File: config.mk
export PLATFORM = sky130hd
export DESIGN_NAME = bbi_front_flat
export DESIGN_NICKNAME = d
export VERILOG_FILES = /design/src/design/bit_block_interleaver_macros.svh /design/src/design/bbi_pkg.sv /design/src/design/bbi_in_if.sv /design/src/design/bbi_front.sv /design/src/flat_wrapper.sv
export SDC_FILE = /design/constraint.sdc
export NUM_CORES = 1
export LEC_CHECK = 0
export CORE_MARGIN = 2
export CORE_UTILIZATION = 30
export CTS_BUF_LIST = sky130_fd_sc_hd__clkbuf_4
export DETAILED_ROUTE_END_ITERATION = 10
export DONT_BUFFER_PORTS = 1
export PLACE_DENSITY = 0.4
export SLEW_MARGIN = 20
export SYNTH_ARGS = -nofsm -noshare
export SYNTH_HDL_FRONTEND = slang
export SYNTH_SLANG_ARGS = --single-unit
File: constraint.sdc
create_clock -name clk -period 3.6 [get_ports clk]
set_input_delay 0.18 -clock clk [delete_from_list [all_inputs] [get_ports clk]]
set_output_delay 0.18 -clock clk [all_outputs]
set_load 0.05 [all_outputs]
File: src/design/bit_block_interleaver_macros.svh
// Assertion macros for the bit block interleaver.
// Included by the top level; no other dependencies.
`ifndef BIT_BLOCK_INTERLEAVER_MACROS_SVH
`define BIT_BLOCK_INTERLEAVER_MACROS_SVH

// The consequent must hold in the same cycle as the antecedent.
`define BBI_ASSERT_SAME(label, clk, rst, ante, cons, msg) \
  label: assert property (@(posedge clk) disable iff (rst) (ante) |-> (cons)) \
    else $error(msg);

// The consequent must hold in the cycle after the antecedent.
`define BBI_ASSERT_NEXT(label, clk, rst, ante, cons, msg) \
  label: assert property (@(posedge clk) disable iff (rst) (ante) |=> (cons)) \
    else $error(msg);

`endif

File: src/design/bbi_pkg.sv
// Shared types and constants of the bit block interleaver.
// No dependencies; imported by bbi_in_if, bbi_front, bbi_div, bbi_back and the top level.
package bbi_pkg;

  localparam int FRAME_BITS = 4096;
  localparam int ADDR_W     = $clog2(FRAME_BITS);
  localparam int CFG_W      = 13;
  localparam int ROW_W      = 12;
  localparam int PROD_W     = ROW_W + CFG_W;
  localparam int CMD_W      = 2;
  localparam int CFG_IDX_W  = 2;
  localparam int DIV_CNT_W  = $clog2(CFG_W + 1);

  // The queue depth must be a power of two, the pointers wrap naturally.
  localparam int QUEUE_DEPTH = 2;
  localparam int QPTR_W      = $clog2(QUEUE_DEPTH);
  localparam int QCOUNT_W    = $clog2(QUEUE_DEPTH + 1);

  localparam logic [CMD_W-1:0] CMD_PUSH    = 2'd0;
  localparam logic [CMD_W-1:0] CMD_PULL    = 2'd1;
  localparam logic [CMD_W-1:0] CMD_RESTART = 2'd2;

  localparam logic [CFG_IDX_W-1:0] REG_COLUMNS      = 2'd0;
  localparam logic [CFG_IDX_W-1:0] REG_FRAME_LENGTH = 2'd1;
  localparam logic [CFG_IDX_W-1:0] REG_DIRECTION    = 2'd2;

  localparam int RESET_COLUMNS      = 1;
  localparam int RESET_FRAME_LENGTH = 4096;
  localparam int RESET_REM          = RESET_FRAME_LENGTH % RESET_COLUMNS;
  localparam int RESET_ROWS         = (RESET_FRAME_LENGTH + RESET_COLUMNS - 1) / RESET_COLUMNS;
  localparam int RESET_LAST_FULL    = (RESET_REM == 0) ? RESET_COLUMNS : RESET_REM - 1;

  typedef enum logic [1:0] {
    OP_PUSH,
    OP_PULL,
    OP_RESTART
  } op_t;

  typedef struct packed {
    op_t  op;
    logic data;
  } q_item_t;

  // Effective configuration, with out-of-range values already folded in.
  typedef struct packed {
    logic [CFG_W-1:0] columns;
    logic [CFG_W-1:0] frame_length;
    logic             direction;
  } cfg_t;

  typedef struct packed {
    logic              we;
    logic              re;
    logic [ADDR_W-1:0] addr;
    logic              wdata;
  } ram_req_t;

  typedef struct packed {
    logic             start;
    logic [CFG_W-1:0] dividend;
    logic [CFG_W-1:0] divisor;
  } div_req_t;

  typedef struct packed {
    logic             busy;
    logic             done;
    logic [CFG_W-1:0] quotient;
    logic [CFG_W-1:0] remainder;
  } div_rsp_t;

endpackage

File: src/design/bbi_in_if.sv
// Input channel of the bit block interleaver: command and data bit.
// Depends on bbi_pkg.
interface bbi_in_if import bbi_pkg::*; ();
  logic             valid;
  logic             ready;
  logic [CMD_W-1:0] cmd;
  logic             in_bit;

  modport source (output valid, output cmd, output in_bit, input ready);
  modport sink (input valid, input cmd, input in_bit, output ready);
endinterface

File: src/design/bbi_front.sv
// Front end: takes command transfers, decodes them and queues them for the back end.
// Depends on bbi_pkg and bbi_in_if.
module bbi_front import bbi_pkg::*; (
  input  logic     clk,
  input  logic     rst,
  bbi_in_if.sink   items,
  output logic     q_valid,
  output q_item_t  q_item,
  input  logic     q_ready
);

  q_item_t             slots [QUEUE_DEPTH];
  logic [QPTR_W-1:0]   wr_ptr;
  logic [QPTR_W-1:0]   rd_ptr;
  logic [QCOUNT_W-1:0] count;
  q_item_t             decoded;
  logic                keep;
  logic                push;
  logic                pop;

  // An unused command code is taken and dropped here.
  always_comb begin
    decoded.data = items.in_bit;
    keep         = 1'b1;
    case (items.cmd)
      CMD_PUSH:    decoded.op = OP_PUSH;
      CMD_PULL:    decoded.op = OP_PULL;
      CMD_RESTART: decoded.op = OP_RESTART;
      default: begin
        decoded.op = OP_PUSH;
        keep       = 1'b0;
      end
    endcase
  end

  assign items.ready = (count != QCOUNT_W'(QUEUE_DEPTH));
  assign push        = items.valid && items.ready && keep;
  assign q_valid     = (count != '0);
  assign pop         = q_valid && q_ready;
  assign q_item      = slots[rd_ptr];

  always_ff @(posedge clk) begin
    if (push) begin
      slots[wr_ptr] <= decoded;
    end
  end

  always_ff @(posedge clk) begin
    if (rst) begin
      wr_ptr <= '0;
      rd_ptr <= '0;
      count  <= '0;
    end else begin
      if (push) begin
        wr_ptr <= wr_ptr + 1'b1;
      end
      if (pop) begin
        rd_ptr <= rd_ptr + 1'b1;
      end
      case ({push, pop})
        2'b10:   count <= count + 1'b1;
        2'b01:   count <= count - 1'b1;
        default: count <= count;
      endcase
    end
  end

endmodule

File: src/flat_wrapper.sv
// flat-port wrapper written by rule: the top's interface ports become plain ports
module bbi_front_flat import bbi_pkg::*;
  (clk, rst, q_valid, q_item, q_ready, items_valid, items_cmd, items_in_bit, items_ready);
  bbi_in_if items_i ();
  input  logic clk;
  input  logic rst;
  output logic q_valid;
  output q_item_t q_item;
  input  logic q_ready;
  input wire logic [$bits(items_i.valid)-1:0] items_valid;
  input wire logic [$bits(items_i.cmd)-1:0] items_cmd;
  input wire logic [$bits(items_i.in_bit)-1:0] items_in_bit;
  output wire logic [$bits(items_i.ready)-1:0] items_ready;
  assign items_i.valid = items_valid;
  assign items_i.cmd = items_cmd;
  assign items_i.in_bit = items_in_bit;
  assign items_ready = items_i.ready;
  bbi_front u_core (.clk(clk), .rst(rst), .items(items_i), .q_valid(q_valid), .q_item(q_item), .q_ready(q_ready));
endmodule
## Yosys cells after proc, flatten, opt, wreduce, memory -nomap -nowiden

Memory sizes are Yosys's and may differ from the RTL's. A register that Yosys moved wholly into a read port is not among the register bits.
Cells that the tools add are included.

- Register bits: 4
- Memory bits (writable): 6
- Input port bits: 7
- Output and inout bits: 5
- Word-level logic and storage cells: 27
- Memories: 1

- $add $sub $neg: 4
- Equal/unequal tests: 5
- Multiplexer cells: 7
- Reductions and logical operators: 7

Memories:

| memory | words | bits a word | read ports | clocked after memory_dff | wr ports | RTL line | text |
|---|---|---|---|---|---|---|---|
| u_core.slots | 2 | 3 | 1 | 1 | 1 | bbi_front.sv:12 | `q_item_t slots [QUEUE_DEPTH];` |

Operators with widths:

| kind | count |
|---|---|
| $pmux 2 s2 | 2 |
| $mux 1 | 5 |
| $eq 2x1->1 const B | 2 |
| $eq 2x2->1 const B | 2 |
| $reduce_bool 2->1 | 2 |
| $logic_and 1x1->1 | 3 |
| $reduce_or 3->1 | 1 |
| $add 1x1->1 const B | 2 |
| $add 2x1->2 const B | 1 |
| $logic_not 2->1 | 1 |
| $ne 2x2->1 const B | 1 |
| $sub 2x1->2 const B | 1 |

## Depth between registers and ports, before layout

- Depth after elaboration: 6
- Depth in mapped cells: 6
- Gate-level depth less buffers: 6

## Worst setup path before layout

OpenSTA, ideal clock, no wires.

- Path kind: flip-flop to flip-flop
- From: reg u_core.count[0]
- To: reg u_core.count[1]
- Setup time: 0.070 ns
- Arrival: 1.834 ns
- Required time: 3.530 ns
- Slack: 1.696 ns
- Cell stages (with the launch flop): 6
- Path buffers: 0
- Period minus slack after synthesis: 1.904 ns
- Cell sequence: dfxtp_1 -> nand2b_1 -> nand3_2 -> ha_1 -> or3_1 -> a21oi_1

- Longest elaborated chain between the ends: 5
- Elaborated cells between the ends (all ways): 11
- Classes of those cells: 2 x add/sub; 3 x eq/ne; 1 x mux; 5 x reduce/logical

Ends and longest elaborated chain:

| item | RTL line | text |
|---|---|---|
| start, declared | bbi_front.sv:15 | `logic [QCOUNT_W-1:0] count;` |
| start signal, assigned | bbi_front.sv:61 | `2'b10: count <= count + 1'b1;` |
| start signal, assigned | bbi_front.sv:62 | `2'b01: count <= count - 1'b1;` |
| start signal, assigned | bbi_front.sv:63 | `default: count <= count;` |
| $ne 2x2->1 * | bbi_front.sv:36 | `assign items.ready = (count != QCOUNT_W'(QUEUE_DEPTH));` |
| net items_ready | flat_wrapper.sv:13 | `output wire logic [$bits(items_i.ready)-1:0] items_ready;` |
| $logic_and 1x1->1 * (2 in series) | bbi_front.sv:37 | `assign push = items.valid && items.ready && keep;` |
| $eq 2x1->1 or $eq 2x2->1 (tied branches) | bbi_front.sv:60 | `case ({push, pop})` |
| $pmux 2 s2 or $reduce_bool 2->1 (tied branches) | -- |  |

The timed path passes the listed nets; every way through them passes the cells marked *.
A chain may end at the register's enable or synchronous reset.

## Worst setup path in the final report

Same ends and word-level chain as after synthesis.

==> impl_metrics.ini <==
[sta]
maxSlewHeadroom = 0.613
setup-tns-final_ps = 0
setup_viol = 0
clock-skew-final_ps = 0.322
maxSlewViolCount = 0
min_period_ps = 2040
worst_slew_pin_slew_ps = 581
rsz_0062_raised_after_global_routing = no
timing.final.crit_share = 0.566
achievable-frequency_mhz = 491
finalHoldViolCount = 0

[final_layout]
most_common_library_cell_in_the_layout_ignoring_fill_and_taps = nor2_1
finish.net_count = 52
post-route-util = 0.358
layout-drive-gt1-share = 0.233
num_antenna_cells = 0
layout.cell_area.non_filler_um2 = 527
syn_to_final_growth_pct = 15.3
top_library_cells_by_usage_in_the_layout_fill_and_taps_aside = nor2_1 (7), edfxtp_1 (6), dfxtp_1 (5)

[detailed_routing]
drtPass1Iterations = 2
drt_first_iter_violations = 1
drt-vias-per-instance = 4.51
postRouteWirelength_um = 699
antenna_left = 0
drcViolationCount = 0
number_of_vias_after_detailed_routing = 266
detail_route.wl_per_cell_um = 11.8

[floorplan]
initial_utilization = 0.310
ioPinCount = 12
core_um2 = 1470
die-height_um = 43.0
die_outline_area_um2 = 1850
die-width_um = 43.0
cell_rows = 14

[global_routing]
first_global_vias = 276
grt_pass1_wl_um = 1220
grt_antenna_before_repair = 0
grt_overflow_total = 0
grt_start_max_net_pins = 7
global_route.usage.total = 0.0936

[synthesis]
mappedNetlistNets = 45
mappedNetlistArea_um2 = 457
post_synth_num_cell_types = 17
synth-seq-area-share = 0.614
yosys_warnings = 0
postSynthCellCount = 37
synth-seq-cells = 11
synthesis.area_per_instance_um2 = 12.3

[hold_path]
hold_class = in -> reg
holdPathEnd = u_core.slots[1][1]
min_path_cells = 1
hold_path_startpoint = items_cmd[1]

[cts]
post_cts.repair.setup_buffers = 0
clock-sinks = 11
cts_tree = yes
htree_num_levels = 1
cts-root-to-sink-buffers = 2
hold_buffers = 1
cts-resized-gates = 0
clock_latency_ps = 260
cts-root-buf = clkbuf_4
clkSlewWorstSetupHoldPaths_ps = 60
cts_made_buffers = 3

[outcome]
result_of_the_run = completed

[critical_path]
critPathMaxFanout = 5
worst-endpoint-required_ps = 3790
r2r_slack_ps = 1560
criticalPathCategory = reg -> reg
worst_path_arrival_ps = 2230
worst_r2r_startpoint = u_core.count[0]
rr_endpoint = u_core.count[1]
timing.critical_path.from_type = flop
number_of_cells_traversed_by_the_worst_register_to_register_path = 5
critPathCaptureType = flop

[placed_design]
placement.io_buffers = 0
place_hpwl_um = 533
gp_routability_congestion = 0.603
detailed_place.area_um2 = 477

[power_and_ir_drop]
static-leakage-power_uw = 0.000195
p_per_area_nw_per_um2 = 835
total_power_uw = 440
vdd_ir_drop_max_mv = 0.422

[job]
maxCapViolations = 0
state kept, by name, indices dropped and copies added, names as in the netlist, named ones only:
name	cells
u_core.rd_ptr	1
u_core.count	2
u_core.slots	6
u_core.wr_ptr	1
stage by stage:
step           cells  hold WS (ps)  setup slack (ps)
3_3_place_gp      53           251              1610
6_report          59           116              1560
3_5_place_dp      53           253              1580
4_1_cts           58          5.63              1560
5_1_grt           59           108              1430
2_1_floorplan     37           249              1700
final cells by class:
class	count	area (um2)
fillers	162	945
flip-flops and latches	11	280
multi-input cells	25	173
clock buffers	4	30.0
repair buffers	2	20.0
well taps	16	20.0
inverters	1	3.75
layer usage:
metal / GRT usage / share of wire / vias to the layer above
met5: 0 / 0 / -
met4: 0.0727 / 0 / 0
met3: 0.0468 / 0.080 / 0
met2: 0.142 / 0.53 / 7
met1: 0.0965 / 0.38 / 121
li1: - / - / 138
cell families (layout without fill, tap and decap cells):
| group | Yosys count | after routing | share of synthesized area |
|---|---|---|---|
| mux | 4 | 4 | 0.0986 |
| buf+inv | 1 | 7 | 0.00821 |
| compound gates | 3 | 3 | 0.0383 |
| xor+xnor | 3 | 3 | 0.0575 |
| simple gates | 14 | 14 | 0.156 |
| fa+ha+maj | 1 | 1 | 0.0274 |
| flops | 11 | 11 | 0.614 |
power breakdown:
group          internal, uW  leakage, uW  switching (uW)  total (uW)
sequential              161    0.0000976            19.4         181
clock                  50.3    0.0000184            36.9        87.2
combinational          51.9    0.0000791             120         172
total                   264     0.000195             176         440
synthesized netlist by cell type:
cell type / number / area share
ha_1: 1 / 0.027
nand2_1: 1 / 0.0082
nor2b_1: 2 / 0.027
dfxtp_1: 5 / 0.22
xnor2_1: 2 / 0.038
mux2_2: 4 / 0.099
edfxtp_1: 6 / 0.39
xor2_1: 1 / 0.019
o21a_1: 1 / 0.016
nand3_2: 1 / 0.022
nor2_1: 7 / 0.058
o21ai_0: 1 / 0.011
a21oi_1: 1 / 0.011
nand2b_1: 1 / 0.014
inv_1: 1 / 0.0082
or3_1: 1 / 0.014
or2_2: 1 / 0.014
worst max-delay path: stages (launching register included):
cell and delay (ps):
dfxtp_1 410, nand2b_1 510, nand3_2 210, ha_1 360
or3_1 350, a21oi_1 130
how the worst max path moves through the flow:
stage | startpoint | to
global placement | u_core.count[0] | u_core.count[1]
finish | u_core.count[0] | u_core.count[1]
CTS | u_core.count[0] | u_core.count[1]
global route | u_core.count[0] | u_core.count[1]
floorplan | u_core.count[0] | u_core.count[1]
detailed placement | u_core.count[0] | u_core.count[1]
Power figures use the tool's default switching activity.
