File: src/design/bit_block_interleaver_macros.svh
// Assertion macros for the bit block interleaver.
// Included by the top level; no other dependencies.
`ifndef BIT_BLOCK_INTERLEAVER_MACROS_SVH
`define BIT_BLOCK_INTERLEAVER_MACROS_SVH

// The consequent must hold in the same cycle as the antecedent.
`define BBI_ASSERT_SAME(label, clk, rst, ante, cons, msg) \
  label: assert property (@(posedge clk) disable iff (rst) (ante) |-> (cons)) \
    else $error(msg);

// The consequent must hold in the cycle after the antecedent.
`define BBI_ASSERT_NEXT(label, clk, rst, ante, cons, msg) \
  label: assert property (@(posedge clk) disable iff (rst) (ante) |=> (cons)) \
    else $error(msg);

`endif

File: src/design/bbi_pkg.sv
// Shared types and constants of the bit block interleaver.
// No dependencies; imported by bbi_in_if, bbi_front, bbi_div, bbi_back and the top level.
package bbi_pkg;

  localparam int FRAME_BITS = 4096;
  localparam int ADDR_W     = $clog2(FRAME_BITS);
  localparam int CFG_W      = 13;
  localparam int ROW_W      = 12;
  localparam int PROD_W     = ROW_W + CFG_W;
  localparam int CMD_W      = 2;
  localparam int CFG_IDX_W  = 2;
  localparam int DIV_CNT_W  = $clog2(CFG_W + 1);

  // The queue depth must be a power of two, the pointers wrap naturally.
  localparam int QUEUE_DEPTH = 2;
  localparam int QPTR_W      = $clog2(QUEUE_DEPTH);
  localparam int QCOUNT_W    = $clog2(QUEUE_DEPTH + 1);

  localparam logic [CMD_W-1:0] CMD_PUSH    = 2'd0;
  localparam logic [CMD_W-1:0] CMD_PULL    = 2'd1;
  localparam logic [CMD_W-1:0] CMD_RESTART = 2'd2;

  localparam logic [CFG_IDX_W-1:0] REG_COLUMNS      = 2'd0;
  localparam logic [CFG_IDX_W-1:0] REG_FRAME_LENGTH = 2'd1;
  localparam logic [CFG_IDX_W-1:0] REG_DIRECTION    = 2'd2;

  localparam int RESET_COLUMNS      = 1;
  localparam int RESET_FRAME_LENGTH = 4096;
  localparam int RESET_REM          = RESET_FRAME_LENGTH % RESET_COLUMNS;
  localparam int RESET_ROWS         = (RESET_FRAME_LENGTH + RESET_COLUMNS - 1) / RESET_COLUMNS;
  localparam int RESET_LAST_FULL    = (RESET_REM == 0) ? RESET_COLUMNS : RESET_REM - 1;

  typedef enum logic [1:0] {
    OP_PUSH,
    OP_PULL,
    OP_RESTART
  } op_t;

  typedef struct packed {
    op_t  op;
    logic data;
  } q_item_t;

  // Effective configuration, with out-of-range values already folded in.
  typedef struct packed {
    logic [CFG_W-1:0] columns;
    logic [CFG_W-1:0] frame_length;
    logic             direction;
  } cfg_t;

  typedef struct packed {
    logic              we;
    logic              re;
    logic [ADDR_W-1:0] addr;
    logic              wdata;
  } ram_req_t;

  typedef struct packed {
    logic             start;
    logic [CFG_W-1:0] dividend;
    logic [CFG_W-1:0] divisor;
  } div_req_t;

  typedef struct packed {
    logic             busy;
    logic             done;
    logic [CFG_W-1:0] quotient;
    logic [CFG_W-1:0] remainder;
  } div_rsp_t;

endpackage

File: src/design/bbi_out_if.sv
// Result channel of the bit block interleaver: pulled bit and flags.
// No dependencies.
interface bbi_out_if;
  logic valid;
  logic ready;
  logic out_bit;
  logic frame_last;
  logic overrun;

  modport source (output valid, output out_bit, output frame_last, output overrun,
                  input ready);
  modport sink (input valid, input out_bit, input frame_last, input overrun,
                output ready);
endinterface

File: src/design/bbi_back.sv
// Back end: walks the frame pointers, drives the bit store and the divider,
// and holds the result register. Depends on bbi_pkg and bbi_out_if.
module bbi_back import bbi_pkg::*; (
  input  logic      clk,
  input  logic      rst,
  input  cfg_t      cfg,
  input  logic      q_valid,
  input  q_item_t   q_item,
  output logic      q_ready,
  output ram_req_t  ram_req,
  input  logic      ram_rdata,
  output div_req_t  div_req,
  input  div_rsp_t  div_rsp,
  bbi_out_if.source results
);

  typedef enum logic [2:0] {
    S_IDLE,
    S_DIV,
    S_MUL,
    S_ACCESS,
    S_WAIT,
    S_RESULT
  } state_t;

  state_t            state;
  op_t               op;
  logic              data;
  logic [CFG_W-1:0]  natural_pos;
  logic [CFG_W-1:0]  perm_count;
  logic [ROW_W-1:0]  cur_row;
  logic [CFG_W-1:0]  cur_col;
  logic [CFG_W-1:0]  rows_in_column;
  logic [CFG_W-1:0]  last_full_column;
  logic [PROD_W-1:0] prod;
  logic              res_zero;
  logic              res_last;
  logic              res_over;
  logic              out_valid;
  logic              out_bit;
  logic              frame_last;
  logic              overrun;

  logic              uses_perm;
  logic [CFG_W-1:0]  ptr;
  logic              in_range;
  logic              last_hit;
  logic [PROD_W-1:0] addr_full;
  logic              addr_ok;
  logic [CFG_W-1:0]  row_inc;
  logic              wrap;

  always_comb begin
    uses_perm = (op == OP_PUSH) ? cfg.direction : !cfg.direction;
    ptr       = uses_perm ? perm_count : natural_pos;
    in_range  = (ptr < cfg.frame_length);
    last_hit  = ((ptr + 1'b1) == cfg.frame_length);
    addr_full = uses_perm ? prod + PROD_W'(cur_col) : PROD_W'(natural_pos);
    addr_ok   = (addr_full < PROD_W'(FRAME_BITS));
    row_inc   = {1'b0, cur_row} + 1'b1;
    wrap      = (row_inc >= rows_in_column);
  end

  assign q_ready = (state == S_IDLE);

  always_ff @(posedge clk) begin
    if (rst) begin
      state            <= S_IDLE;
      natural_pos      <= '0;
      perm_count       <= '0;
      cur_row          <= '0;
      cur_col          <= '0;
      rows_in_column   <= CFG_W'(RESET_ROWS);
      last_full_column <= CFG_W'(RESET_LAST_FULL);
      ram_req          <= '0;
      div_req          <= '0;
      out_valid        <= 1'b0;
    end else begin
      // The strobes follow from the current state, so each is set once a cycle.
      ram_req.we    <= (state == S_ACCESS) && (op == OP_PUSH) && in_range && addr_ok;
      ram_req.re    <= (state == S_ACCESS) && (op != OP_PUSH) && in_range && addr_ok;
      div_req.start <= (state == S_IDLE) && q_valid && (q_item.op == OP_RESTART);
      if (results.ready && state != S_RESULT) begin
        out_valid <= 1'b0;
      end
      case (state)
        S_IDLE: begin
          if (q_valid) begin
            op   <= q_item.op;
            data <= q_item.data;
            case (q_item.op)
              OP_RESTART: begin
                div_req.dividend <= cfg.frame_length;
                div_req.divisor  <= cfg.columns;
                state            <= S_DIV;
              end
              OP_PUSH, OP_PULL: state <= S_MUL;
              default:          state <= S_IDLE;
            endcase
          end
        end
        S_DIV: begin
          if (div_rsp.done) begin
            natural_pos <= '0;
            perm_count  <= '0;
            cur_row     <= '0;
            cur_col     <= '0;
            if (div_rsp.remainder == '0) begin
              rows_in_column   <= div_rsp.quotient;
              last_full_column <= div_req.divisor;
            end else begin
              rows_in_column   <= div_rsp.quotient + 1'b1;
              last_full_column <= div_rsp.remainder - 1'b1;
            end
            state <= S_IDLE;
          end
        end
        S_MUL: begin
          prod  <= cur_row * cfg.columns;
          state <= S_ACCESS;
        end
        S_ACCESS: begin
          ram_req.addr  <= addr_full[ADDR_W-1:0];
          ram_req.wdata <= data;
          if (op == OP_PUSH) begin
            state <= S_IDLE;
          end else begin
            res_zero <= !(in_range && addr_ok);
            res_last <= in_range && last_hit;
            res_over <= !in_range;
            state    <= in_range ? S_WAIT : S_RESULT;
          end
          if (in_range) begin
            if (uses_perm) begin
              perm_count <= perm_count + 1'b1;
              if (wrap) begin
                cur_row <= '0;
                cur_col <= cur_col + 1'b1;
                if (cur_col == last_full_column && rows_in_column != '0) begin
                  rows_in_column <= rows_in_column - 1'b1;
                end
              end else begin
                cur_row <= row_inc[ROW_W-1:0];
              end
            end else begin
              natural_pos <= natural_pos + 1'b1;
            end
          end
        end
        S_WAIT: begin
          state <= S_RESULT;
        end
        S_RESULT: begin
          if (!out_valid || results.ready) begin
            out_bit    <= !res_zero && ram_rdata;
            frame_last <= res_last;
            overrun    <= res_over;
            out_valid  <= 1'b1;
            state      <= S_IDLE;
          end
        end
        default: state <= S_IDLE;
      endcase
    end
  end

  assign results.valid      = out_valid;
  assign results.out_bit    = out_bit;
  assign results.frame_last = frame_last;
  assign results.overrun    = overrun;

endmodule

File: src/flat_wrapper.sv
// flat-port wrapper written by rule: the top's interface ports become plain ports
module bbi_back_flat import bbi_pkg::*;
  (clk, rst, cfg, q_valid, q_item, q_ready, ram_req, ram_rdata, div_req, div_rsp, results_valid, results_out_bit, results_frame_last, results_overrun, results_ready);
  bbi_out_if results_i ();
  input  logic clk;
  input  logic rst;
  input  cfg_t cfg;
  input  logic q_valid;
  input  q_item_t q_item;
  output logic q_ready;
  output ram_req_t ram_req;
  input  logic ram_rdata;
  output div_req_t div_req;
  input  div_rsp_t div_rsp;
  output wire logic [$bits(results_i.valid)-1:0] results_valid;
  output wire logic [$bits(results_i.out_bit)-1:0] results_out_bit;
  output wire logic [$bits(results_i.frame_last)-1:0] results_frame_last;
  output wire logic [$bits(results_i.overrun)-1:0] results_overrun;
  input wire logic [$bits(results_i.ready)-1:0] results_ready;
  assign results_valid = results_i.valid;
  assign results_out_bit = results_i.out_bit;
  assign results_frame_last = results_i.frame_last;
  assign results_overrun = results_i.overrun;
  assign results_i.ready = results_ready;
  bbi_back u_core (.clk(clk), .rst(rst), .cfg(cfg), .q_valid(q_valid), .q_item(q_item), .q_ready(q_ready), .ram_req(ram_req), .ram_rdata(ram_rdata), .div_req(div_req), .div_rsp(div_rsp), .results(results_i));
endmodule
File: config.mk
export PLATFORM = sky130hd
export DESIGN_NAME = bbi_back_flat
export DESIGN_NICKNAME = d
export VERILOG_FILES = /design/src/design/bit_block_interleaver_macros.svh /design/src/design/bbi_pkg.sv /design/src/design/bbi_out_if.sv /design/src/design/bbi_back.sv /design/src/flat_wrapper.sv
export SDC_FILE = /design/constraint.sdc
export NUM_CORES = 1
export LEC_CHECK = 0
export BUFFER_PORTS_ARGS = -buffer_cell sky130_fd_sc_hd__buf_2
export CORE_MARGIN = 2
export CORE_UTILIZATION = 45
export DETAILED_ROUTE_END_ITERATION = 12
export PLACE_DENSITY = 0.66
export SLEW_MARGIN = 20
export SYNTH_ARGS = -nofsm -noshare
export SYNTH_HDL_FRONTEND = slang
export SYNTH_SLANG_ARGS = --single-unit
File: constraint.sdc
create_clock -name clk -period 13.2 [get_ports clk]
set_input_delay 1.32 -clock clk [delete_from_list [all_inputs] [get_ports clk]]
set_output_delay 1.32 -clock clk [all_outputs]
set_load 0.02 [all_outputs]
# Word level (Yosys, flattened, before mapping)
# Cells that the tools add are included.
dict set report totals {
  reg_bits 157
  in_bits 63
  output_inout_bits 47
  word_cells 132
}
dict set report op_classes {
  addsub 9
  mul 1
  order_cmp 3
  eq_ne 18
  mux 37
  bitwise 2
  reduce_logical 38
}
# op n
set op_table {}
lappend op_table {{$mux 13} 16}
lappend op_table {{$pmux 13 s2} 4}
lappend op_table {{$add 13x1->13 const B} 5}
lappend op_table {{$mux 12} 4}
lappend op_table {{$eq 13x13->1} 2}
lappend op_table {{$sub 13x1->13 const B} 2}
lappend op_table {{$add 25x13->25} 1}
lappend op_table {{$lt 25x13->1 const B} 1}
lappend op_table {{$mul 12x13->25} 1}
lappend op_table {{$mux 25} 1}
lappend op_table {{$pmux 12 s2} 1}
lappend op_table {{$pmux 3 s6} 1}
lappend op_table {{$reduce_and 3->1} 5}
lappend op_table {{$add 12x1->13 const B} 1}
lappend op_table {{$ge 13x13->1} 1}
lappend op_table {{$logic_and 1x1->1} 13}
lappend op_table {{$logic_not 13->1} 1}
lappend op_table {{$lt 13x13->1} 1}
lappend op_table {{$reduce_bool 13->1} 1}
lappend op_table {{$mux 3} 4}
lappend op_table {{$ne 2x1->1 const B} 4}
lappend op_table {{$ne 2x2->1 const B} 4}
lappend op_table {{$reduce_and 4->1} 2}
lappend op_table {{$eq 3x2->1 const B} 2}
lappend op_table {{17 further kinds} 30}

# Longest topological paths before layout
dict set report logic_depth {
  depth_word 7
  mapped_depth 23
  ltp_nobuf 21
}

# Worst setup path after synthesis
# Ideal clock, no wire load.
dict set report synth_timing {
  path_kind {input-to-reg}
  from {input port cfg[17] in the netlist's numbering}
  to {register u_core.prod[24] (data pin)}
  setup_time_ns 0.264
  arrival_ns 5.969
  t_required_ns 12.936
  setup_slack_ns 6.968
  cell_stages 19
  path_buffers 1
  path_cell_list {clkbuf_1 -> and2_1 -> fa_1 -> fa_1 -> fa_1 -> fa_1 -> inv_1 -> fa_1 -> inv_1 -> ha_1 -> a21oi_1 -> nand2_1 -> a21oi_1 -> a21boi_0 -> o21ai_0 -> nand2_1 -> a21boi_0 -> a211oi_1 -> xnor2_1}
}
dict set report synth_via {
  elab_chain_cells 1
}
# element line
set synth_rtl {}
lappend synth_rtl {{start, declared} flat_wrapper.sv:7} ;# input cfg_t cfg;
lappend synth_rtl {{$mul 12x13->25} bbi_back.sv:119} ;# prod <= cur_row * cfg.columns;
lappend synth_rtl {{end signal, assigned} bbi_back.sv:119}
lappend synth_rtl {{end, declared} bbi_back.sv:35} ;# logic [PROD_W-1:0] prod;
# Every way passes these cells.
# A chain may end at the register's enable or synchronous reset.

# Worst setup path after layout
dict set report layout_timing {
  from {input port cfg[22] in the netlist's numbering}
  to {register u_core.prod[24] (data pin)}
}
# Same word-level chain as after synthesis.

==> results_tabular.tex <==
\begin{tabular}{lr}
\hline
Metric & Value \\
\hline
\multicolumn{2}{l}{\textbf{Run status}} \\
Status & finished clean \\
\multicolumn{2}{l}{\textbf{STA}} \\
Number of endpoints failing setup at the final stage & 0 \\
Max Clock Skew & 9.23 ps \\
Worst hold slack after final layout & 420 ps \\
Hold Violations, Final & 0 \\
Final period utilization & between 40 and 50\% \\
Count of pins over their slew limit & 0 \\
Top achievable clock speed & 0.160 GHz \\
Headroom to the max-slew limit & between 20 and 30\% \\
Tightest Pin Transition & 1050 ps \\
Final critical delay including setup and external delays & 6260 ps \\
Setup repair after global routing missed its margin & no \\
TNS Setup & 0 ps \\
\multicolumn{2}{l}{\textbf{Floorplan}} \\
Boundary Pins & 110 \\
Area of the core region & approximately 0.03 mm2 \\
Effective utilization at floorplan & between 40\% and 50\% \\
Site row count & 64 \\
Die Outline Area & 0.0327 mm2 \\
Horizontal extent of the die & 181 um \\
Die Ht & 181 um \\
\multicolumn{2}{l}{\textbf{Logic synthesis}} \\
Area share of the largest cell type after synthesis & $\sim$17\% \\
Async set-or-reset flop fraction in the synthesized netlist & 0\% \\
Portion of the post-synthesis area used by sequential elements & 24.7\% \\
Number of enable flip-flop cells after synthesis & 34 \\
Top cells by count, synth & nand2\_1 (264), inv\_1 (202), dfxtp\_1 (123) \\
Leading cell type by number of instances after synthesis & nand2\_1 \\
Cell type with the largest total area after synthesis & dfxtp\_1 \\
Post-synthesis cell area & 0.0141 mm2 \\
Post-synthesis net count & about 2000 \\
Post-Syn Instances & 1695 \\
Ys Warns & 0 \\
Largest cells by area after synthesis & dfxtp\_1 (17\%), fa\_1 (16\%), ha\_1 (9.8\%) \\
Number of distinct standard cells referenced by the synthesized netlist & between 70 and 80 \\
Post-synth top flop & dfxtp\_1 \\
Average footprint of a synthesized cell & 8.31 um2 \\
Flip-flop and latch count after synthesis & 157 \\
\multicolumn{2}{l}{\textbf{Critical path}} \\
Type of element launching the critical path & input port \\
Setup slack of the worst register-to-register path & 7280 ps \\
Class of the most critical setup path & input port to register \\
CP Data Required Time & approximately 13000 ps \\
Peak fanout along the critical path & 13 \\
Capturing element type of the critical path & register \\
Arr. time, crit path & roughly 6400 ps \\
\multicolumn{2}{l}{\textbf{Layout}} \\
Count of inserted antenna diode cells & 0 \\
Final cell utilization of the core & between 50\% and 60\% \\
Area grow syn2layout & 10.3\% \\
\# fillers & 2918 \\
Number of nets in the layout & about 2000 \\
Ratio of cells with drive above 1 in the final layout & 9.88\% \\
\multicolumn{2}{l}{\textbf{Pwr}} \\
Worst vdd rail ir drop & between 80 and 90 uV \\
Static leakage & 7.08 nW \\
P per Cell Area & between 70 and 80 mW/mm2 \\
\multicolumn{2}{l}{\textbf{CTS}} \\
Num Clock Sinks & approximately 160 \\
Clock latency on the worst-skew pair & $\sim$440 ps \\
Clock tree from TritonCTS & yes \\
CTS Hold Buffers Added & 0 \\
Cells resized by post-CTS repair & 0 \\
Number of setup buffers added after CTS & 0 \\
Clk slew on worst S/H paths & $\sim$70 ps \\
Htree depth & 4 \\
CTS max path bufs & 2 \\
CTS buffer count & 17 \\
Root Driver & clkbuf\_16 \\
\multicolumn{2}{l}{\textbf{Drt}} \\
Post-route ant nets & 0 \\
Number of remaining DRC errors & 0 \\
Number of detailed-routing iterations run before antenna repair & 5 \\
Vias per cell & 5.38 \\
Routed wire length & 34000 um \\
Number of vias in the routed layout & 11608 \\
Initial DRC count & between 600 and 700 \\
Routed WL per cell & 15.7 um \\
\multicolumn{2}{l}{\textbf{Global route}} \\
Global Route Usage Sum & 21.1\% \\
Overflow after GRT & 0 \\
Number of antenna violations at the first check in global routing & 0 \\
Largest net degree at the start of global routing & a little under 80 \\
Number of global-route vias before repair & 11623 \\
First-pass GRT wire length & 56800 um \\
\multicolumn{2}{l}{\textbf{Min path}} \\
Class of the most critical hold timing path & register to register \\
\multicolumn{2}{l}{\textbf{Placed design}} \\
DP Wirelength & 26300 um \\
Gpl congestion & around 0.9 \\
Input/output buffers & 108 \\
\multicolumn{2}{l}{\textbf{Job}} \\
Number of maximum-capacitance constraint violations & 0 \\
\hline
\end{tabular}
## worst max-delay path: stages
cell and delay [ps]:
buf_2 300, nand2_1 130, fa_1 550, fa_1 520, inv_1 60, fa_1 470
fa_1 550, inv_1 60, fa_1 520, inv_1 40, ha_1 350, a21oi_1 170
nand2_1 60, a21oi_1 250, a21boi_0 290, o21ai_0 170, nand2_1 120, a21boi_0 120
a211oi_1 270, xnor2_1 130
## cell type report
| class | count | area, um2 | area share (%) |
|---|---|---|---|
| sequential | 157 | 3480 | 22.4 |
| clock buffer | 21 | 493 | 3.17 |
| inverter | 203 | 762 | 4.90 |
| multi-input combinational | 1254 | 9550 | 61.5 |
| tap | 396 | 495 | 3.19 |
| clock inverter | 11 | 153 | 0.983 |
| timing repair buffer | 116 | 601 | 3.87 |
## flip-flops by register name, summed over array words and instances, names as in the netlist, 2 cells and up
register and flops:
u_core.op 2, u_core.last_full_column 13, u_core.div_req 27, u_core.perm_count 13, u_core.cur_row 12, u_core.ram_req 15
u_core.cur_col 13, u_core.rows_in_column 13, u_core.natural_pos 13, u_core.prod 25, u_core.state 3
## final timing paths
path / from / to / depth (start not counted)
setup reg to reg: u_core.cur_row[5] / u_core.prod[24] / 19
hold / removal: u_core.res_over / u_core.results.overrun / 0
setup / recovery: cfg[22] / u_core.prod[24] / 20
hold reg to reg: u_core.res_over / u_core.results.overrun / 0
## layer usage
metal	part of all wire (%)	track usage, %	vias to the layer above
met2	49	37.6	249
met3	4.0	3.45	45
met5	0	0	-
met1	45	26.4	5579
met4	1.9	5.45	0
li1	-	-	5735
## cell usage in the layout, fill, tap and decap left out, drive strengths merged, types with 11 or more instances in the layout
master	synthesis	final
edfxtp	34	34
nand2b	12	12
ha	110	110
xor2	54	54
and3	18	18
buf	5	116
dfxtp	123	123
nor4	12	12
nand4	23	23
nand2	264	264
nor2	98	98
xnor2	66	66
inv	203	205
a21o	14	14
mux2i	11	11
o211ai	18	18
nand3	45	45
fa	111	111
a21oi	105	105
clkbuf	76	21
nor3	31	31
o21ai	57	57
and2	62	62
a211oi	12	12
## kinds of logic after synthesis
kind of cell / Yosys count / synth area share (%)
AND/OR/NAND/NOR: 612 / 20.8
AO/OA/AOI/OAI: 285 / 12.7
buffers and inverters: 284 / 7.61
adder cells (fa/ha/maj): 221 / 25.5
flip-flops: 157 / 24.7
XOR/XNOR: 120 / 7.46
multiplexers: 16 / 1.23
## metrics by stage
step	power [W]	std cells	setup WS (ps)	instance area, um2
floorplan	0.000606	1695	6970	14100
global placement	0.000650	2126	6550	14900
detailed placement	0.000652	2126	6490	14900
CTS	0.00119	2158	6950	15500
global route	0.00123	2158	6510	15500
finish	0.00118	2158	6940	15500
## report_power, final
group | total, W | leakage, nW | internal (W) | switching [W]
Sequential | 0.000512 | 1.31 | 0.000501 | 0.0000106
Clock | 0.000536 | 0.320 | 0.000327 | 0.000209
Combinational | 0.000131 | 5.45 | 0.0000434 | 0.0000876
Total | 0.00118 | 7.08 | 0.000872 | 0.000307
No activity file was read; power rests on OpenSTA's default activity.
