`config.mk`:
```
export PLATFORM = sky130hd
export DESIGN_NAME = bbi_div
export DESIGN_NICKNAME = d
export VERILOG_FILES = /design/src/design/bit_block_interleaver_macros.svh /design/src/design/bbi_pkg.sv /design/src/design/bbi_div.sv
export SDC_FILE = /design/constraint.sdc
export NUM_CORES = 1
export LEC_CHECK = 0
export ABC_AREA = 1
export BUFFER_PORTS_ARGS = -buffer_cell sky130_fd_sc_hd__buf_4
export CAP_MARGIN = 20
export CORE_ASPECT_RATIO = 0.75
export CORE_MARGIN = 4
export CORE_UTILIZATION = 50
export DETAILED_ROUTE_END_ITERATION = 16
export GPL_ROUTABILITY_DRIVEN = 0
export PLACE_DENSITY = 0.76
export REMOVE_ABC_BUFFERS = 1
export SYNTH_ARGS = -nofsm -noshare
export SYNTH_HDL_FRONTEND = slang
export SYNTH_SLANG_ARGS = --single-unit
```
`constraint.sdc`:
```
create_clock -name clk -period 2.37 [get_ports clk]
set_input_delay 0.474 -clock clk [delete_from_list [all_inputs] [get_ports clk]]
set_output_delay 0.474 -clock clk [all_outputs]
set_load 0.005 [all_outputs]
```
`src/design/bit_block_interleaver_macros.svh`:
```
// Assertion macros for the bit block interleaver.
// Included by the top level; no other dependencies.
`ifndef BIT_BLOCK_INTERLEAVER_MACROS_SVH
`define BIT_BLOCK_INTERLEAVER_MACROS_SVH

// The consequent must hold in the same cycle as the antecedent.
`define BBI_ASSERT_SAME(label, clk, rst, ante, cons, msg) \
  label: assert property (@(posedge clk) disable iff (rst) (ante) |-> (cons)) \
    else $error(msg);

// The consequent must hold in the cycle after the antecedent.
`define BBI_ASSERT_NEXT(label, clk, rst, ante, cons, msg) \
  label: assert property (@(posedge clk) disable iff (rst) (ante) |=> (cons)) \
    else $error(msg);

`endif

```
`src/design/bbi_pkg.sv`:
```
// Shared types and constants of the bit block interleaver.
// No dependencies; imported by bbi_in_if, bbi_front, bbi_div, bbi_back and the top level.
package bbi_pkg;

  localparam int FRAME_BITS = 4096;
  localparam int ADDR_W     = $clog2(FRAME_BITS);
  localparam int CFG_W      = 13;
  localparam int ROW_W      = 12;
  localparam int PROD_W     = ROW_W + CFG_W;
  localparam int CMD_W      = 2;
  localparam int CFG_IDX_W  = 2;
  localparam int DIV_CNT_W  = $clog2(CFG_W + 1);

  // The queue depth must be a power of two, the pointers wrap naturally.
  localparam int QUEUE_DEPTH = 2;
  localparam int QPTR_W      = $clog2(QUEUE_DEPTH);
  localparam int QCOUNT_W    = $clog2(QUEUE_DEPTH + 1);

  localparam logic [CMD_W-1:0] CMD_PUSH    = 2'd0;
  localparam logic [CMD_W-1:0] CMD_PULL    = 2'd1;
  localparam logic [CMD_W-1:0] CMD_RESTART = 2'd2;

  localparam logic [CFG_IDX_W-1:0] REG_COLUMNS      = 2'd0;
  localparam logic [CFG_IDX_W-1:0] REG_FRAME_LENGTH = 2'd1;
  localparam logic [CFG_IDX_W-1:0] REG_DIRECTION    = 2'd2;

  localparam int RESET_COLUMNS      = 1;
  localparam int RESET_FRAME_LENGTH = 4096;
  localparam int RESET_REM          = RESET_FRAME_LENGTH % RESET_COLUMNS;
  localparam int RESET_ROWS         = (RESET_FRAME_LENGTH + RESET_COLUMNS - 1) / RESET_COLUMNS;
  localparam int RESET_LAST_FULL    = (RESET_REM == 0) ? RESET_COLUMNS : RESET_REM - 1;

  typedef enum logic [1:0] {
    OP_PUSH,
    OP_PULL,
    OP_RESTART
  } op_t;

  typedef struct packed {
    op_t  op;
    logic data;
  } q_item_t;

  // Effective configuration, with out-of-range values already folded in.
  typedef struct packed {
    logic [CFG_W-1:0] columns;
    logic [CFG_W-1:0] frame_length;
    logic             direction;
  } cfg_t;

  typedef struct packed {
    logic              we;
    logic              re;
    logic [ADDR_W-1:0] addr;
    logic              wdata;
  } ram_req_t;

  typedef struct packed {
    logic             start;
    logic [CFG_W-1:0] dividend;
    logic [CFG_W-1:0] divisor;
  } div_req_t;

  typedef struct packed {
    logic             busy;
    logic             done;
    logic [CFG_W-1:0] quotient;
    logic [CFG_W-1:0] remainder;
  } div_rsp_t;

endpackage

```
`src/design/bbi_div.sv`:
```
// Radix-2 restoring divider used at a frame restart, one quotient bit per cycle.
// Depends on bbi_pkg.
module bbi_div import bbi_pkg::*; (
  input  logic     clk,
  input  logic     rst,
  input  div_req_t req,
  output div_rsp_t rsp
);

  logic [CFG_W-1:0]     quo;
  logic [CFG_W-1:0]     rem;
  logic [CFG_W-1:0]     divisor;
  logic [DIV_CNT_W-1:0] cnt;
  logic                 busy;
  logic                 done;
  logic [CFG_W:0]       shifted;
  logic [CFG_W:0]       diff;
  logic                 take;

  assign shifted = {rem, quo[CFG_W-1]};
  assign diff    = shifted - {1'b0, divisor};
  assign take    = (shifted >= {1'b0, divisor});

  always_ff @(posedge clk) begin
    if (rst) begin
      busy <= 1'b0;
      done <= 1'b0;
      cnt  <= '0;
    end else begin
      done <= 1'b0;
      if (req.start) begin
        quo     <= req.dividend;
        rem     <= '0;
        divisor <= req.divisor;
        cnt     <= DIV_CNT_W'(CFG_W);
        busy    <= 1'b1;
      end else if (busy) begin
        quo <= {quo[CFG_W-2:0], take};
        rem <= take ? diff[CFG_W-1:0] : shifted[CFG_W-1:0];
        cnt <= cnt - 1'b1;
        if (cnt == DIV_CNT_W'(1)) begin
          busy <= 1'b0;
          done <= 1'b1;
        end
      end
    end
  end

  assign rsp.busy      = busy;
  assign rsp.done      = done;
  assign rsp.quotient  = quo;
  assign rsp.remainder = rem;

endmodule

```
# Yosys cells after proc, flatten, opt, wreduce, memory -nomap -nowiden
# Index checks and enable logic that the tools add are counted.
# word_totals
input_bits	29
register_bits	45
output_inout_bits	28
elab_cells	28
# op_classes
n_bitwise	2
n_mux	10
n_eq_ne	1
n_lt_le_gt_ge	1
n_addsub	2
n_reduce_logical	5
# op_table
cell	n
13-bit two-way mux	4
14-bit by 13-bit greater-or-equal comparator with 1-bit output	1
13-bit subtractor	1
4-bit two-way mux	2
4-bit by 1-bit == test with 1-bit output (second input constant)	1
1-bit two-way mux	4
2-bit AND reduction	2
4-bit by 1-bit subtractor with 4-bit output (second input constant)	1
3-bit OR reduction	1
1-bit NOT	2
2-bit nonzero test	1
2-bit OR reduction	1

# Longest topological paths before layout
# Gate-level depths: netlist of run 1.
# logic_depth
depth_word	4
ltp_mapped	13
depth_no_buf	13

# Worst setup path before layout of run 1
# OpenSTA, ideal clock, no wires.
# synth_timing
path_kind	input-to-reg
start	input req[26] (netlist name)
end	register quo[0], enable pin
t_arrival_ns	1.875
required_ns	1.951
path_stages	2
setup_time_ns	0.419
slack_ns	0.076
n_path_buf	0
path_cell_list	inv_1 -> a21oi_1
# synth_via
elab_chain_cells	2
# synth_lines
item	line_no	source
start: declaration	bbi_div.sv:6	input div_req_t req,
2-bit nonzero test (no line)	n/a	
2-bit AND reduction (no line)	n/a	
end signal: assignment	bbi_div.sv:32	quo <= req.dividend;
end signal: assignment	bbi_div.sv:38	quo <= {quo[CFG_W-2:0], take};
end: declaration	bbi_div.sv:10	logic [CFG_W-1:0] quo;
# No other way between the ends.
# A chain may end at the register's enable or synchronous reset.

# Final worst setup path of run 1
# layout_timing
start	register quo[12]
end	register rem[4], data pin
# layout_via
elab_chain_cells	3
elab_cells_between_ends	4
classes_between	add/sub (1); order compare (1); mux (2)
# layout_lines
item	line_no	source
13-bit subtractor / 14-bit by 13-bit greater-or-equal comparator with 1-bit output (equally long branches)	bbi_div.sv:21, bbi_div.sv:22	
13-bit two-way mux *	bbi_div.sv:39	rem <= take ? diff[CFG_W-1:0] : shifted[CFG_W-1:0];
13-bit two-way mux *	bbi_div.sv:37	end else if (busy) begin
end signal: assignment	bbi_div.sv:39	
end: declaration	bbi_div.sv:11	logic [CFG_W-1:0] rem;
# Every way passes the cells marked *; elsewhere a longest branch is shown, timed or not. The select of a mux whose other input is x is not followed.

==> flow_metrics.tcl, run 1 <==
set metrics [dict create \
    clock_sinks 45 \
    avgSynthCellArea_um2 8.15 \
    design_area_um2 3470 \
    htreeDepth 2 \
    status "finished, final reports clean" \
    die-area_um2 7020 \
    slew_headroom 0.679 \
    postPlaceCellArea_um2 3370 \
    avgRoutedWirePerCell_um 12.4 \
    crit_type "flip-flop to flip-flop" \
    synth_simple_gate_area_share 0.332 \
    ir_drop_mv 0.357 \
    core_area_um2 5440 \
    grt_first_pass_wirelength_mm 10.3 \
    cp-endpoint "rem[4]$_SDFFCE_PP0P_" \
    hold_start "req[5]" \
    finalHoldViolCount 0 \
    initial_core_util 0.527 \
    finalSetupTns_ns 0 \
    ant_nets 0 \
    cts_setup_buffers 0 \
    ctsHoldBuffers 0 \
    rsz0062_at_grt "no" \
    synthTopCellsByArea "edfxtp_1 41%, nand2_1 16%, inv_1 7.6%, ha_1 6.5%, dfxtp_1 4.2%" \
    synth-xor-area-share 0.0122 \
    yosysWarnings 0 \
    grt_pass1_vias 2312 \
    syn_to_final_growth_pct 20.9 \
    final_max_slew_viol_count 0 \
    finClkSkew_ns 0.00794 \
    dp_cells 482 \
    ys_seq_elements 45 \
    cp_max_fo 11 \
    holdWs_ns 0.344 \
    drtIter0Drc 117 \
    grt_max_degree 31 \
    cts-root-buf "clkbuf_8" \
    rr_worst_depth 11 \
    nets 459 \
    comb_power_share 0.312 \
    track_usage 0.189 \
    syn-cell-area_um2 2870 \
    rows 23 \
    hold_class "input pin to flip-flop" \
    synth_cells 352 \
    synth_fa_ha_area_frac 0.0724 \
    antenna_cells 0 \
    drive_gt1_frac 0.270 \
    synth_area_leader_cell "edfxtp_1" \
    clkTransAtPathRegs_ns 0.09 \
    antenna_found_initial 0 \
    post_cts_resize_count 0 \
    portBuffers 56 \
    critPathArrivalTime_ns 2.25 \
    maxCapViolCount 0 \
    power_density_nw_per_um2 628 \
    sw_frac_of_total 0.327 \
    cts_tree "done" \
    synth-compound-area-share 0.0257 \
    numCtsBuffers 5 \
    synth_top_family_by_area "simple AND/OR/NAND/NOR gates" \
    nFillCells 470 \
    ios 57 \
    yosysTopAreaCellShare 0.408 \
    startpoint_type "flip-flop" \
    synthArstFlopShare 0 \
    r2r-end "rem[4]$_SDFFCE_PP0P_" \
    viasPerCell 4.86 \
    cp-end-kind "flip-flop" \
    reg2reg_slack_ns 0.18 \
    dp_hpwl_mm 4.82 \
    die_y_um 73.6 \
    setup_viol 0 \
    clock_power_share 0.236 \
    synth-edff-count 39 \
    p_leak_nw 1.80 \
    startpoint "quo[12]$_DFFE_PP_" \
    cts_buffer_depth 2 \
    finalCriticalPeriod_ns 2.19 \
    p_sw_w 0.000712 \
    drc_errors 0 \
    synth_commonest_cells "120 x nand2_1, 58 x inv_1, 39 x edfxtp_1" \
    vias 2379 \
    ys_seq_area_frac 0.450 \
    min_period_over_period 0.926 \
    routed_wl_mm 6.10 \
    synth_cell_types 32 \
    p_seq_frac 0.453 \
    gr-total-overflow 0 \
    yosys.cell_count.top_type "nand2_1" \
    rr_startpoint "quo[12]$_DFFE_PP_" \
    synth_mux_area_frac 0 \
    tightest_slew_ns 0.481 \
    die_x_um 95.5 \
    internal-power_w 0.00147 \
    max_freq_ghz 0.456 \
    required_ns 2.43 \
    firstDrtPassIters 4 \
    clk_latency_ns 0.30 \
    synth_ff_type "edfxtp_1" \
    stdcell_count 490 \
]
flip-flops by register name, summed over array words and instances, names as in the netlist:
signal	flops
divisor	13
quo	13
rem	13
cnt	4
busy	1
done	1
worst min-delay path by stage:
stage	cells past startpoint	end
2_1_floorplan	2	cnt[3]$_SDFFE_PP0N_
3_3_place_gp	2	cnt[3]$_SDFFE_PP0N_
3_5_place_dp	2	cnt[3]$_SDFFE_PP0N_
4_1_cts	1	divisor[6]$_DFFE_PP_
5_1_grt	1	divisor[6]$_DFFE_PP_
6_report	1	divisor[5]$_DFFE_PP_
final cells by class:
| class | count | area, um2 | share of cell area |
|---|---|---|---|
| clock buffers | 6 | 82.6 | 0.0238 |
| clock inverters | 2 | 15.0 | 0.00433 |
| inverters | 63 | 236 | 0.0682 |
| multi-input cells | 236 | 1280 | 0.368 |
| flip-flops and latches | 45 | 1290 | 0.372 |
| well taps | 75 | 93.8 | 0.0271 |
| repair buffers | 63 | 473 | 0.136 |
metal layers:
metal,share of wire,track usage,vias up
met5,0,0,-
met4,0.0030,0.0457,0
met3,0.077,0.0583,4
met2,0.46,0.306,71
met1,0.46,0.249,1086
li1,-,-,1218
power groups by stage:
stage               clock network [W]  registers, W  logic (W)
global route                 0.000557      0.000994   0.000769
detailed placement                  0       0.00100   0.000676
global placement                    0       0.00100   0.000661
CTS                          0.000529      0.000986   0.000678
floorplan                           0      0.000999   0.000456
finish                       0.000513      0.000986   0.000679
cells by family (layout without fill, tap and decap cells):
logic type                 Yosys count  count (layout)
and+or+nand+nor                    205             205
buffers and inverters               71             134
DFF                                 45              45
adders and majority gates           16              16
AOI/OAI and AO/OA                   11              11
xor gates and xnor gates             4               4
critical path: stages (launching register included):
cell,delay (ns)
edfxtp_1,0.43
inv_1,0.08
ha_1,0.14
inv_1,0.08
fa_1,0.45
nand2_1,0.14
nand3_4,0.10
nand2_4,0.09
nand3_4,0.08
buf_4,0.20
nor2_1,0.12
nor2_2,0.05
cell usage in the layout, fill, tap and decap left out, types with 6 or more instances in the layout:
cell / count
buf_4: 63
clkbuf_8: 6
dfxtp_1: 6
edfxtp_1: 39
ha_1: 15
inv_1: 58
nand2_1: 119
nand2_2: 16
nand3_1: 16
nor2_1: 28
nor2_2: 8
stage by stage:
step | setup WS [ns] | total power (W) | util
floorplan | -0.231 | 0.00145 | -
global placement | 0.276 | 0.00166 | 0.619
detailed placement | 0.179 | 0.00168 | 0.619
CTS | 0.164 | 0.00219 | 0.637
global route | 0.0232 | 0.00232 | 0.638
finish | 0.177 | 0.00218 | 0.638
Note: power is estimated with default switching activity, not from simulation.
==> run 2: changes to the inputs <==
PLACE_DENSITY = default   (was 0.76)
PLACE_DENSITY_LB_ADDON = 0.05   (was default)
==> flow_metrics.tcl, run 2 (synthesized netlist as in run 1, its figures left out) <==
set metrics [dict create \
    ir_drop_mv 0.319 \
    routed_wl_mm 6.32 \
    hold_class "input pin to flip-flop" \
    nFillCells 477 \
    reg_top3 "divisor: 13 flops, quo: 13 flops, rem: 13 flops" \
    antenna_cells 0 \
    gr-total-overflow 0 \
    utilization 0.640 \
    dp_hpwl_mm 4.88 \
    holdWs_ns 0.345 \
    grt_first_pass_wirelength_mm 10.6 \
    finalSetupTns_ns 0 \
    drive_gt1_frac 0.263 \
    viasPerCell 4.84 \
    hold_depth 1 \
    syn_to_final_growth_pct 21.3 \
    required_ns 2.43 \
    tightest_slew_ns 0.633 \
    final_common_cell "nand2_1" \
    drtIter0Drc 182 \
    hold_start "req[10]" \
    antenna_found_initial 0 \
    ctsHoldBuffers 0 \
    cp-end-kind "flip-flop" \
    reg2reg_slack_ns 0.16 \
    min_period_over_period 0.931 \
    finalHoldViolCount 0 \
    rr_worst_depth 11 \
    layout_common_cells "120 x nand2_1, 60 x buf_4, 58 x inv_1, 39 x edfxtp_1, 28 x nor2_1" \
    die_x_um 95.5 \
    avgRoutedWirePerCell_um 12.9 \
    clkTransAtPathRegs_ns 0.08 \
    final.setup.worst_slack_ns 0.163 \
    clk_latency_ns 0.30 \
    hold_path_end "divisor[10]$_DFFE_PP_" \
    initial_core_util 0.527 \
    finClkSkew_ns 0.00595 \
    setup_viol 0 \
    ant_nets 0 \
    max_freq_ghz 0.453 \
    finalCriticalPeriod_ns 2.21 \
    crit_type "flip-flop to flip-flop" \
    multi_input_area_um2 1280 \
    cts-root-buf "clkbuf_8" \
    power_density_nw_per_um2 626 \
    cp_max_fo 12 \
    grt_max_degree 27 \
    pre_cts_ws_ns 0.0931 \
    slew_headroom 0.578 \
    nets 458 \
    rr_startpoint "quo[12]$_DFFE_PP_" \
    final_max_slew_viol_count 0 \
    critPathArrivalTime_ns 2.27 \
    dp_cells 481 \
    numCtsBuffers 5 \
    p_leak_nw 1.80 \
    stdcell_count 489 \
    drc_errors 0 \
    track_usage 0.197 \
    core_area_um2 5440 \
    grt_pass1_vias 2302 \
    die-area_um2 7020 \
    startpoint_type "flip-flop" \
    portBuffers 56 \
    status "finished, final reports clean" \
    maxCapViolCount 0 \
    die_y_um 73.6 \
    cts_buffer_depth 2 \
    clock_sinks 45 \
    rows 23 \
    seq_area_um2 1290 \
    rsz0062_at_grt "no" \
    vias 2368 \
    startpoint "quo[12]$_DFFE_PP_" \
    htreeDepth 2 \
    ios 57 \
    cts_tree "done" \
    firstDrtPassIters 4 \
    r2r-end "rem[4]$_SDFFCE_PP0P_" \
]
## run 2: cell count changes in the layout (fill, tap and decap cells not counted), sizes merged
cell    before  now
buf         63   62
inv         65   63
clkbuf       6    8
## run 2: area by class of cell
type	instances	share of cell area
inverters	63	0.0680
multi-input cells	236	0.367
well taps	75	0.0270
repair buffers	62	0.141
flip-flops and latches	45	0.371
clock buffers	8	0.0259
## run 2: worst max path at each step
stage,end,slack [ns],cells past startpoint
finish,rem[4]$_SDFFCE_PP0P_,0.16,11
global route,rem[5]$_SDFFCE_PP0P_,0.05,11
CTS,rem[5]$_SDFFCE_PP0P_,0.08,11
detailed placement,rem[5]$_SDFFCE_PP0P_,0.09,11
global placement,rem[4]$_SDFFCE_PP0P_,0.19,11
floorplan,quo[0]$_DFFE_PP_,-0.23,2
## run 2: repair_timing
item	4_1_cts	5_1_grt
resized for setup	0	1
setup buffers	0	0
endpoints found under the setup margin	0	8
## run 2: worst max-delay path: stages, from the launching register on
cell and delay [ns]:
edfxtp_1 0.42, inv_1 0.08, ha_1 0.14, inv_1 0.07, fa_2 0.38, nand2_1 0.13, nand3_4 0.09, nand2_4 0.08
nand3_4 0.19, buf_12 0.22, nor2_1 0.11, nor2_2 0.05
## run 2: layer usage
layer | global-route usage | part of all wire
met1 | 0.271 | 0.48
met3 | 0.0481 | 0.063
met5 | 0 | 0
met2 | 0.312 | 0.45
met4 | 0.0552 | 0.013
## run 2: where the power goes
group | internal (W) | switching [W] | leakage [nW]
Clock | 0.000238 | 0.000260 | 0.0455
Combinational | 0.000289 | 0.000405 | 1.33
Sequential | 0.000943 | 0.0000413 | 0.423
Total | 0.00147 | 0.000707 | 1.80
## run 2: per-stage QoR
stage | total power, W | instance area (um2)
2_1_floorplan | 0.00145 | 2800
3_3_place_gp | 0.00168 | 3390
3_5_place_dp | 0.00169 | 3390
4_1_cts | 0.00219 | 3480
5_1_grt | 0.00232 | 3480
6_report | 0.00218 | 3480
==> run 3: changes to the inputs <==
CORE_MARGIN = 3   (was 4)
CORE_UTILIZATION = 55   (was 50)
clock period = 2.2 ns   (was 2.37 ns; I/O delays follow)
==> flow_metrics.tcl, run 3 (synthesized netlist as in run 1, its figures left out) <==
set metrics [dict create \
    final_max_slew_viol_count 0 \
    status "finished, final reports clean" \
    critPathArrivalTime_ns 2.16 \
    drc_errors 0 \
    power_density_nw_per_um2 695 \
    clock_sinks 45 \
    dp_hpwl_mm 4.71 \
    ctsHoldBuffers 0 \
    portBuffers 56 \
    drtIter0Drc 120 \
    hold_class "input pin to flip-flop" \
    routed_wl_mm 6.23 \
    ir_drop_mv 0.390 \
    firstDrtPassIters 5 \
    numCtsBuffers 5 \
    initial_core_util 0.579 \
    final.setup.worst_slack_ns 0.111 \
    pre_cts_ws_ns -0.0180 \
    track_usage 0.217 \
    clkTransAtPathRegs_ns 0.09 \
    maxCapViolCount 0 \
    cts_buffer_depth 2 \
    core_area_um2 4950 \
    htreeDepth 2 \
    cp-end-kind "flip-flop" \
    nFillCells 414 \
    drive_gt1_frac 0.296 \
    final_common_cell "nand2_1" \
    clk_latency_ns 0.30 \
    vias 2345 \
    dp_cells 470 \
    cts-root-buf "clkbuf_8" \
    layout_common_cells "119 x nand2_1, 66 x buf_4, 58 x inv_1, 39 x edfxtp_1, 27 x nor2_1" \
    crit_type "flip-flop to flip-flop" \
    grt_pass1_vias 2137 \
    die-area_um2 6130 \
    min_period_over_period 0.950 \
    reg_top3 "divisor: 13 flops, quo: 13 flops, rem: 13 flops" \
    grt_first_pass_wirelength_mm 9.89 \
    grt_max_degree 31 \
    finClkSkew_ns 0.00512 \
    utilization 0.717 \
    antenna_found_initial 0 \
    slew_headroom 0.756 \
    startpoint_type "flip-flop" \
    ios 57 \
    antenna_cells 0 \
    required_ns 2.27 \
    finalHoldViolCount 0 \
    nets 463 \
    die_x_um 89.4 \
    gr-total-overflow 0 \
    ant_nets 0 \
    avgRoutedWirePerCell_um 13.0 \
    cp_max_fo 14 \
    stdcell_count 479 \
    setup_viol 0 \
    max_freq_ghz 0.479 \
    cts_tree "done" \
    syn_to_final_growth_pct 23.8 \
    rows 22 \
    p_leak_nw 1.82 \
    tightest_slew_ns 0.367 \
    die_y_um 68.5 \
    viasPerCell 4.90 \
    finalPower_w 0.00247 \
    finalCriticalPeriod_ns 2.09 \
]
==> run 3: final timing paths <==
path	endpoint	depth (start not counted)	start	slack, ns
setup reg to reg	rem[6]$_SDFFCE_PP0P_	11	quo[12]$_DFFE_PP_	0.11
hold / removal	divisor[8]$_DFFE_PP_	1	req[8]	0.31
hold reg to reg	cnt[3]$_SDFFE_PP0N_	2	cnt[3]$_SDFFE_PP0N_	0.48
setup / recovery	rem[6]$_SDFFCE_PP0P_	11	quo[12]$_DFFE_PP_	0.11
==> run 3: routing by layer <==
metal / up-vias / wire length [um] / track usage
met5: - / 0 / 0
met4: 0 / 70 / 0.0762
met1: 1054 / 2900 / 0.282
li1: 1225 / - / -
met3: 7 / 330 / 0.0475
met2: 59 / 2930 / 0.362
==> run 3: what timing repair did <==
item,CTS,global route
resized for setup,1,9
buffers inserted,0,1
endpoints found under the hold margin,0,0
setup endpoints to repair,2,10
==> run 3: layout make-up <==
| class | count | area [um2] | share of cell area |
|---|---|---|---|
| Timing Repair Buffer | 67 | 507 | 0.143 |
| Inverter | 63 | 236 | 0.0666 |
| Clock buffer | 5 | 68.8 | 0.0194 |
| Clock inverter | 3 | 46.3 | 0.0130 |
| Multi-Input combinational cell | 236 | 1330 | 0.374 |
| Sequential cell | 45 | 1290 | 0.364 |
| Tap cell | 60 | 75.1 | 0.0211 |
==> run 3: report_power, final <==
part,internal (W),switching (W)
clock network,0.000340,0.000297
registers,0.00102,0.0000451
logic,0.000331,0.000436
==> run 3: critical path, stage by stage (launching register included) <==
cell      delay, ns
edfxtp_1       0.42
inv_1          0.08
ha_1           0.14
inv_1          0.07
fa_2           0.39
nand2_1        0.12
nand3_4        0.09
nand2_4        0.08
nand3_4        0.10
buf_6          0.18
nor2_1         0.12
nor2_2         0.05
==> run 3: stage by stage <==
step / instance area (um2) / TNS, ns / hold WS, ns
floorplan: 2800 / -9.88 / 0.442
global placement: 3370 / 0 / 0.461
detailed placement: 3370 / -0.0180 / 0.472
CTS: 3490 / 0 / 0.295
global route: 3550 / -0.00646 / 0.284
finish: 3550 / 0 / 0.306
